--- src/hw/rtl/cdd_pkg.sv ---
// Package: shared types, constants and calendar tables for the date check and difference block.
package cdd_pkg;

    localparam int DayW   = 5;
    localparam int MonthW = 4;
    localparam int YearW  = 14;
    localparam int StatW  = 2;
    localparam int NumW   = 22;

    localparam logic [YearW-1:0] YEAR_MAX = YearW'(9999);

    // Reciprocals for division by 100 and 400 on 15-bit operands, shift of 22.
    localparam int          RecipShift = 22;
    localparam int          ProdW      = 31;
    localparam logic [15:0] RECIP_100  = 16'd41944;
    localparam logic [15:0] RECIP_400  = 16'd10486;
    localparam int          Q100W      = 8;
    localparam int          Q400W      = 6;
    localparam int          PartW      = 13;

    localparam logic [8:0] DAYS_PER_YEAR = 9'd365;

    typedef enum logic [StatW-1:0] {
        ST_OK        = 2'd0,
        ST_BAD_YEAR  = 2'd1,
        ST_BAD_MONTH = 2'd2,
        ST_BAD_DAY   = 2'd3
    } t_status;

    typedef struct packed {
        logic [DayW-1:0]   day_first;
        logic [MonthW-1:0] month_first;
        logic [YearW-1:0]  year_first;
        logic [DayW-1:0]   day_second;
        logic [MonthW-1:0] month_second;
        logic [YearW-1:0]  year_second;
    } t_dates_in;

    typedef struct packed {
        logic [StatW-1:0] status_first;
        logic [StatW-1:0] status_second;
        logic [NumW-1:0]  day_difference;
    } t_diff_out;

    // Days before the first of the month in a common year.
    function automatic logic [8:0] days_before_month(input logic [MonthW-1:0] m);
        logic [8:0] r;
        case (m)
            4'd1:    r = 9'd0;
            4'd2:    r = 9'd31;
            4'd3:    r = 9'd59;
            4'd4:    r = 9'd90;
            4'd5:    r = 9'd120;
            4'd6:    r = 9'd151;
            4'd7:    r = 9'd181;
            4'd8:    r = 9'd212;
            4'd9:    r = 9'd243;
            4'd10:   r = 9'd273;
            4'd11:   r = 9'd304;
            4'd12:   r = 9'd334;
            default: r = 9'd0;
        endcase
        return r;
    endfunction

    // Month length in a common year.
    function automatic logic [DayW-1:0] month_length(input logic [MonthW-1:0] m);
        logic [DayW-1:0] r;
        case (m)
            4'd2:                      r = 5'd28;
            4'd4, 4'd6, 4'd9, 4'd11:   r = 5'd30;
            default:                   r = 5'd31;
        endcase
        return r;
    endfunction

endpackage

--- src/hw/rtl/cdd_date.sv ---
// Three-stage day number and validity unit for one calendar date.
module cdd_date
    import cdd_pkg::*;
(
    input  logic              i_clk,
    input  logic              i_en,
    input  logic [DayW-1:0]   i_day,
    input  logic [MonthW-1:0] i_month,
    input  logic [YearW-1:0]  i_year,
    output t_status           o_status,
    output logic [NumW-1:0]   o_num
);

    // Stage 1: operands and quotients from reciprocal multiplies
    logic [DayW-1:0]   r_d1;
    logic [MonthW-1:0] r_m1;
    logic [YearW-1:0]  r_y1;
    logic [Q100W-1:0]  r_fl100, r_ce100;
    logic [Q400W-1:0]  r_fl400, r_ce400;

    logic [14:0]      n_y15, n_y99, n_y399;
    logic [ProdW-1:0] n_pf100, n_pc100, n_pf400, n_pc400;

    always_comb begin
        n_y15   = 15'(i_year);
        n_y99   = n_y15 + 15'd99;
        n_y399  = n_y15 + 15'd399;
        n_pf100 = ProdW'(n_y15)  * ProdW'(RECIP_100);
        n_pc100 = ProdW'(n_y99)  * ProdW'(RECIP_100);
        n_pf400 = ProdW'(n_y15)  * ProdW'(RECIP_400);
        n_pc400 = ProdW'(n_y399) * ProdW'(RECIP_400);
    end

    always_ff @(posedge i_clk) begin
        if (i_en) begin
            r_d1    <= i_day;
            r_m1    <= i_month;
            r_y1    <= i_year;
            r_fl100 <= n_pf100[RecipShift +: Q100W];
            r_ce100 <= n_pc100[RecipShift +: Q100W];
            r_fl400 <= n_pf400[RecipShift +: Q400W];
            r_ce400 <= n_pc400[RecipShift +: Q400W];
        end
    end

    // Stage 2: leap test, status, year days and the small part of the day number
    t_status          r_st2;
    logic [NumW-1:0]  r_y365;
    logic [PartW-1:0] r_part;

    logic             n_leap;
    logic [PartW-1:0] n_leaps, n_part;
    logic [DayW-1:0]  n_len;
    t_status          n_st;
    logic [22:0]      n_prod365;

    always_comb begin
        // ceil equals floor exactly when the year is a multiple
        n_leap  = (r_ce400 == r_fl400) ||
                  ((r_y1[1:0] == 2'd0) && (r_ce100 != r_fl100));
        n_leaps = PartW'((15'(r_y1) + 15'd3) >> 2) - PartW'(r_ce100) + PartW'(r_ce400);
        n_part  = n_leaps + PartW'(days_before_month(r_m1)) + PartW'(r_d1)
                + PartW'((r_m1 > 4'd2) && n_leap);
        n_prod365 = 23'(r_y1) * 23'(DAYS_PER_YEAR);

        n_len = month_length(r_m1);
        if ((r_m1 == 4'd2) && n_leap) begin
            n_len = 5'd29;
        end

        if (r_y1 > YEAR_MAX) begin
            n_st = ST_BAD_YEAR;
        end else if (!(r_m1 inside {[4'd1:4'd12]})) begin
            n_st = ST_BAD_MONTH;
        end else if ((r_d1 == 5'd0) || (r_d1 > n_len)) begin
            n_st = ST_BAD_DAY;
        end else begin
            n_st = ST_OK;
        end
    end

    always_ff @(posedge i_clk) begin
        if (i_en) begin
            r_st2  <= n_st;
            r_y365 <= n_prod365[NumW-1:0];
            r_part <= n_part;
        end
    end

    // Stage 3: full day number
    t_status         r_st3;
    logic [NumW-1:0] r_num;

    always_ff @(posedge i_clk) begin
        if (i_en) begin
            r_st3 <= r_st2;
            r_num <= r_y365 + NumW'(r_part);
        end
    end

    assign o_status = r_st3;
    assign o_num    = r_num;

endmodule

--- src/hw/rtl/calendar_date_check_and_difference_top.sv ---
// Top level: Gregorian date check and absolute day difference, four-stage pipeline.
//
//  channel | direction | handshake             | payload
//  --------+-----------+-----------------------+-------------------------
//  dates   | in        | i_valid / o_stall     | i_data (t_dates_in)
//  result  | out       | o_valid / i_stall     | o_data (t_diff_out)
//
// One beat per cycle unless a held result stalls the pipeline.
// Both dates run through their own three-stage day number units; the fourth stage
// takes the absolute difference into the output register.
// Reset clears the valid bits only. A held output stalls every stage at once, so
// o_stall is high exactly while a result waits and i_stall is high.
module calendar_date_check_and_difference_top
    import cdd_pkg::*;
(
    input  logic      i_clk,
    input  logic      i_rst_n,
    input  logic      i_valid,
    output logic      o_stall,
    input  t_dates_in i_data,
    output logic      o_valid,
    input  logic      i_stall,
    output t_diff_out o_data
);

    logic r_v1, r_v2, r_v3, r_ov;
    logic n_en;

    assign n_en    = !(r_ov && i_stall);
    assign o_stall = !n_en;

    t_status         n_st_a, n_st_b;
    logic [NumW-1:0] n_num_a, n_num_b;

    cdd_date u_date_a (
        .i_clk    (i_clk),
        .i_en     (n_en),
        .i_day    (i_data.day_first),
        .i_month  (i_data.month_first),
        .i_year   (i_data.year_first),
        .o_status (n_st_a),
        .o_num    (n_num_a)
    );

    cdd_date u_date_b (
        .i_clk    (i_clk),
        .i_en     (n_en),
        .i_day    (i_data.day_second),
        .i_month  (i_data.month_second),
        .i_year   (i_data.year_second),
        .o_status (n_st_b),
        .o_num    (n_num_b)
    );

    always_ff @(posedge i_clk) begin
        if (!i_rst_n) begin
            r_v1 <= 1'b0;
            r_v2 <= 1'b0;
            r_v3 <= 1'b0;
            r_ov <= 1'b0;
        end else if (n_en) begin
            r_v1 <= i_valid;
            r_v2 <= r_v1;
            r_v3 <= r_v2;
            r_ov <= r_v3;
        end
    end

    // Stage 4: absolute difference, dropped to zero when either date is bad
    t_diff_out       r_out;
    logic [NumW-1:0] n_diff;

    always_comb begin
        if ((n_st_a != ST_OK) || (n_st_b != ST_OK)) begin
            n_diff = '0;
        end else if (n_num_a > n_num_b) begin
            n_diff = n_num_a - n_num_b;
        end else begin
            n_diff = n_num_b - n_num_a;
        end
    end

    always_ff @(posedge i_clk) begin
        if (n_en) begin
            r_out.status_first   <= n_st_a;
            r_out.status_second  <= n_st_b;
            r_out.day_difference <= n_diff;
        end
    end

    assign o_valid = r_ov;
    assign o_data  = r_out;

endmodule

--- config.mk ---
export PLATFORM = sky130hd
export DESIGN_NAME = calendar_date_check_and_difference_top
export DESIGN_NICKNAME = d
export VERILOG_FILES = /design/src/hw/rtl/cdd_pkg.sv /design/src/hw/rtl/cdd_date.sv /design/src/hw/rtl/calendar_date_check_and_difference_top.sv
export SDC_FILE = /design/constraint.sdc
export NUM_CORES = 2
export LEC_CHECK = 0
export BUFFER_PORTS_ARGS = -buffer_cell sky130_fd_sc_hd__buf_2
export CELL_PAD_IN_SITES_DETAIL_PLACEMENT = 1
export CELL_PAD_IN_SITES_GLOBAL_PLACEMENT = 1
export CORE_MARGIN = 2
export CORE_UTILIZATION = 40
export CTS_CLUSTER_SIZE = 12
export DETAILED_ROUTE_END_ITERATION = 7
export HOLD_SLACK_MARGIN = 0.06
export PLACE_DENSITY = 0.67
export SLEW_MARGIN = 20
export SYNTH_ARGS = -nofsm -noshare
export SYNTH_HDL_FRONTEND = slang
export SYNTH_SLANG_ARGS = --single-unit
--- constraint.sdc ---
create_clock -name i_clk -period 18.2 [get_ports i_clk]
set_input_delay 4.55 -clock i_clk [delete_from_list [all_inputs] [get_ports i_clk]]
set_output_delay 4.55 -clock i_clk [all_outputs]
set_load 0.01 [all_outputs]
-- Word level (Yosys, flattened, before mapping)
Memory sizes are Yosys's and may differ from the RTL's. A register that Yosys moved wholly into a read port is not among the register bits.
Index checks and enable logic that the tools add are counted.
- register bits: 254
- memory bits (read-only): 288
- input bits: 50
- output and inout bits: 28
- logic and storage cells: 121
- memories: 2
- add/sub/neg operators: 20
- multipliers: 10
- $lt $le $gt $ge: 11
- equality and inequality tests: 14
- mux-type cells: 11
- reduce and logical (&&, ||, !) cells: 22
- memory list (name ; words ; width ; rd ports ; clocked after Yosys merged registers in ; wr ports ; RTL line ; source):
    (name not given) ; 16 ; 9 ; 1 ; 1 ; 0 ; cdd_pkg.sv:48 ; case (m)
    (name not given) ; 16 ; 9 ; 1 ; 1 ; 0 ; cdd_pkg.sv:48 ;
- operator list (kind ; count):
    multiplier 14 x 13 -> 27 bit (second input constant) ; 4
    multiplier 15 x 13 -> 27 bit (second input constant) ; 4
    adder 22 x 13 -> 22 bit ; 2
    multiplier 14 x 9 -> 22 bit (second input constant) ; 2
    subtractor 22 bit ; 2
    adder 14 x 2 -> 15 bit (second input constant) ; 2
    adder 14 x 7 -> 15 bit (second input constant) ; 2
    adder 14 x 9 -> 15 bit (second input constant) ; 2
    greater-than comparator 14 bit (second input constant) ; 2
    adder 13 x 1 -> 13 bit ; 2
    adder 13 x 5 -> 13 bit ; 2
    adder 13 x 6 -> 13 bit ; 2
    adder 13 x 9 -> 13 bit ; 2
    subtractor 13 x 8 -> 13 bit ; 2
    greater-than comparator 22 bit ; 1
    two-way mux 22 bit ; 1
    equality test 4 x 3 -> 1 bit (second input constant) ; 4
    equality test 4 bit (second input constant) ; 4
    inequality test 8 bit ; 2
    equality test 6 bit ; 2
    two-way mux 2 bit ; 6
    greater-than comparator 5 bit ; 2
    logical NOT 5 bit ; 2
    logical AND 1 bit ; 9
    other kinds (10) ; 23

-- Logic depth before layout (Yosys ltp)
- depth in word-level cells: 9
- depth in mapped cells: 30

-- Cells and area by module
Synthesis repeated with hierarchy kept, for this count alone.
- cell total of the unflattened synthesis: 4162
- area total of the unflattened synthesis: 42180.5 sq um
- modules (own cells, without submodules) (module ; instances ; cells each ; area an instance (sq um) ; seq. area each (sq um)):
    cdd_date at u_date_a ; 1 ; 1883 ; 19347.3 ; 3363.2
    cdd_date at u_date_b ; 1 ; 1858 ; 19203.4 ; 3363.2
    calendar_date_check_and_difference_top ; 1 ; 421 ; 3629.7 ; 860.8

-- Worst setup path before layout
No wires, ideal clock.
- kind: input-to-output
- from: in i_stall
- to: out o_stall
- arrival time: 12.609 ns
- required time: 13.650 ns
- setup slack: 1.041 ns
- stages on the path: 3
- buffers on the path: 1
- cell sequence: nand2_1 buf_1 inv_1
- word-level cells in the longest chain between the ends: 1
- RTL lines (what ; RTL line ; source):
    start, declared ; calendar_date_check_and_difference_top.sv:22 ; input logic i_stall,
    logical AND 1 bit ; calendar_date_check_and_difference_top.sv:29 ; assign n_en = !(r_ov && i_stall);
    end, declared ; calendar_date_check_and_difference_top.sv:19 ; output logic o_stall,
No other way between the ends.

-- Worst setup path in the final report
- from: in i_data[23] (netlist bit)
- to: reg u_date_a.r_ce400[5], data pin
- word-level cells in the longest chain between the ends: 2
- RTL lines (what ; RTL line ; source):
    start, declared ; calendar_date_check_and_difference_top.sv:20 ; input t_dates_in i_data,
    adder 14 x 9 -> 15 bit ; cdd_date.sv:27 ; n_y399 = n_y15 + 15'd399;
    multiplier 15 x 13 -> 27 bit ; cdd_date.sv:31 ; n_pc400 = ProdW'(n_y399) * ProdW'(RECIP_400);
    via u_date_a.n_pc400[27] ; cdd_date.sv:22 ; logic [ProdW-1:0] n_pf100, n_pc100, n_pf400, n_pc400;
    end signal, assigned ; cdd_date.sv:42 ; r_ce400 <= n_pc400[RecipShift +: Q400W];
    end, declared ; cdd_date.sv:19 ; logic [Q400W-1:0] r_fl400, r_ce400;
The timed path passes the listed nets, and every way through them passes these cells.
A chain may end at the register's enable or synchronous reset.

==> out/qor.txt <==
outcome = completed
clk sinks = 260
Longest Clk Path Bufs = 3
Main synth FF type = edfxtp_1
Hold WS = 0.420 ns
# IOs = 78
Largest delay share family, worst path = adder cells
fin crit share = 0.619
worst endpoint required time = 18.52 ns
global route overflow = 0
Root Driver = clkbuf_16
Clk pin slew, worst setup/hold paths = 0.06 ns
Synth cell types = 84
global-route wire length before repair = 161 mm
First-pass DRT Iterations = 5
most frequent cell after synthesis = inv_1
Crit path largest cell delay = 0.57 ns
# Post-CTS Setup Buffers = 0
Yosys top cell by area = ha_1
IO buf count = 77
Cells after Synth = 4079
worst vdd ir = 0.140 mV
Final TNS setup = 0 ns
# fillers = 11600
Comb pwr share = 0.771
Num CTS Buffers = 35
Worst-Skew Late Latency = 0.57 ns
initial antenna violation count = 4
Worst Hold Class = reg2reg
Critical Path AT = 11.59 ns
Yosys reg bits = 260
vias in the first global route = 30400
post-DP HPWL = 85.5 mm
Die X = 326 microns
Post-synth EDFFs = 238
row cnt = 118
max frequency = 88.7 MHz
Lkg Pwr = 23.3 nW
power share of the clock group = 0.084
slowest library cell on the worst path = xnor2_1
Die Y = 326 microns
Synth top cells by count = 1103 x inv_1, 866 x ha_1, 516 x fa_1, 238 x edfxtp_1, 188 x xnor2_1
Area Overhead vs Synth = 7.84%
Buf+Inv Stages, Crit Path = 5
worst-margin pin slew = 0.969 ns
DRC = 0
# setup viols final = 0
Tot Pwr = 8.59 mW
Post-DRT Antenna Nets = 0
Avg Cell Area, Syn = 10.2 sq um
DRT iter0 DRCs = 943
die area = 106000 sq um
critical path type = in2reg
Yosys warnings = 0
RSZ-0062 raised after global routing = false
Final #Nets = 5608
Slew headroom = 0.350
Worst Skew = 0.0313 ns
Seq/Total Area, Yosys = 0.183
share of cells above drive strength 1 = 0.0426
CTS tree = yes
vias = 27300
Vias per Instance = 4.89
area of placed instances = 43600 sq um
final hold violations = 0
Net Sw Power = 4.19 mW
htree depth = 2
Sequential Power Share = 0.145
core area = 103000 sq um
GRT Total Usage = 0.189
fraction of registers with async set/reset = 0
Worst setup EP type = flip-flop
final wirelength = 96.8 mm
synthesized area = 41500 sq um
Gates resized, CTS repair = 0
power density cells = 192 nW/um^2
maximum fanout along the worst path = 10
Final Util = 0.434
Post-Layout Inst Area = 44800 sq um
per-cell routed wire length = 17.3 microns
Synth Net Count = 5511
Net Sw Frac = 0.488
area share of the largest cell type after synthesis = 0.261
GP Congestion = 0.854
startpoint types = input port
pin count of the biggest net entering global routing = 59
Synth area leaders = ha_1 26%, fa_1 25%, edfxtp_1 17%, inv_1 10%, xnor2_1 4.0%
max-slew violations = 0
Int Pwr = 4.40 mW
Initial Util = 0.403
Tmin final = 11.27 ns
Max-Cap Viols = 0
Post-CTS Hold Buffers = 0
[sequential cells by signal (all words and copies together), names as in the netlist, 8 cells and up, named ones only]
signal and count:
u_date_a.r_ce100 8, u_date_b.r_ce100 8, u_date_a.o_num 22, o_data 26, u_date_a.r_y365 22, u_date_a.r_y1 14
u_date_b.o_num 22, u_date_a.r_part 13, u_date_b.r_part 13, u_date_b.r_y1 14, u_date_b.r_y365 22
[worst reg2reg max path: cells and delay by family, from the launching register on]
family / cells / cell delay (ns)
flops: 1 / 0.66
simple gates: 3 / 0.51
compound gates: 6 / 1.47
fa+ha+maj: 4 / 1.82
xor+xnor: 2 / 0.57
[final cells by class]
cell class | instances | area, sq um | share of cell area
multi-input combinational | 2691 | 29700 | 0.663
sequential | 260 | 7590 | 0.169
inverter | 1103 | 4140 | 0.0924
tap | 1380 | 1730 | 0.0385
clock buffer | 39 | 901 | 0.0201
timing repair buffer | 85 | 445 | 0.00994
clock inverter | 24 | 295 | 0.00659
antenna | 2 | 5.00 | 0.000112
[logic make-up (layout without fill, tap and decap cells)]
logic type,after synthesis,count (layout),share of synthesized area
AOI/OAI and AO/OA,490,490,0.0786
xor gates and xnor gates,267,267,0.0565
adders and majority gates,1382,1382,0.509
buffers and inverters,1128,1251,0.103
DFF,260,260,0.183
muxes,37,37,0.00943
other,0,2,0
and+or+nand+nor,515,515,0.0605
[per-layer routing]
| metal | GRT usage | vias up | wire [microns] |
|---|---|---|---|
| met5 | 0 | - | 13 |
| met3 | 0.0183 | 88 | 2190 |
| met1 | 0.264 | 13600 | 47300 |
| met2 | 0.322 | 252 | 45600 |
| li1 | - | 13300 | - |
| met4 | 0.0338 | 2 | 1600 |
[power groups by stage]
| stage | sequential, mW | combinational (mW) | clock (mW) |
|---|---|---|---|
| after floorplan | 1.19 | 5.01 | 0 |
| after CTS | 1.25 | 6.74 | 0.748 |
| after global routing | 1.27 | 7.70 | 0.768 |
| final | 1.25 | 6.62 | 0.722 |
| after global placement | 1.25 | 6.46 | 0 |
| after detailed placement | 1.26 | 6.67 | 0 |
[metrics by stage]
step                      setup WS (ns)  std cells
after floorplan                    1.04       4079
after global placement             6.43       5519
after detailed placement           6.27       5519
after CTS                          6.90       5582
after global routing               6.38       5584
final                              6.93       5584
[cell usage in the layout, fill, tap and decap left out, types with 8 or more instances in the layout]
| cell | netlist | routed |
|---|---|---|
| a21o_1 | 79 | 79 |
| xor2_1 | 78 | 78 |
| a21boi_0 | 14 | 14 |
| nand2_1 | 118 | 117 |
| xnor2_1 | 188 | 187 |
| and2_1 | 12 | 12 |
| nor4_1 | 12 | 11 |
| buf_2 | 9 | 77 |
| nor2b_1 | 37 | 37 |
| nand2b_1 | 26 | 26 |
| nor3_1 | 40 | 40 |
| clkbuf_16 | 0 | 35 |
| and3_1 | 16 | 16 |
| edfxtp_1 | 238 | 238 |
| mux2i_1 | 29 | 29 |
| o21ai_0 | 82 | 82 |
| nand4_1 | 29 | 29 |
| a211oi_1 | 14 | 14 |
| dfxtp_1 | 22 | 22 |
| ha_1 | 866 | 866 |
| nor2_1 | 142 | 142 |
| fa_1 | 516 | 516 |
| a31oi_1 | 18 | 18 |
| a21oi_1 | 138 | 138 |
| nand3_1 | 48 | 48 |
| o21bai_1 | 24 | 24 |
| inv_1 | 1103 | 1103 |
| o21a_1 | 29 | 29 |
| o211ai_1 | 15 | 15 |
| buf_4 | 0 | 8 |
[path summary, 6_finish.rpt]
kind	start	slack, ns	cells past startpoint	endpoint
worst max-delay path	i_data[23]	6.93	27	u_date_a.r_ce400[5]$_DFFE_PN_
worst min-delay path	u_date_a.r_st2[1]$_SDFFCE_PN0N_	0.42	0	u_date_a.o_status[1]$_DFFE_PN_
worst max register to register	u_date_b.r_y1[0]$_DFFE_PN_	12.98	15	u_date_b.r_part[12]$_DFFE_PN_
worst min register to register	u_date_a.r_st2[1]$_SDFFCE_PN0N_	0.42	0	u_date_a.o_status[1]$_DFFE_PN_
Power figures use the tool's default switching activity.
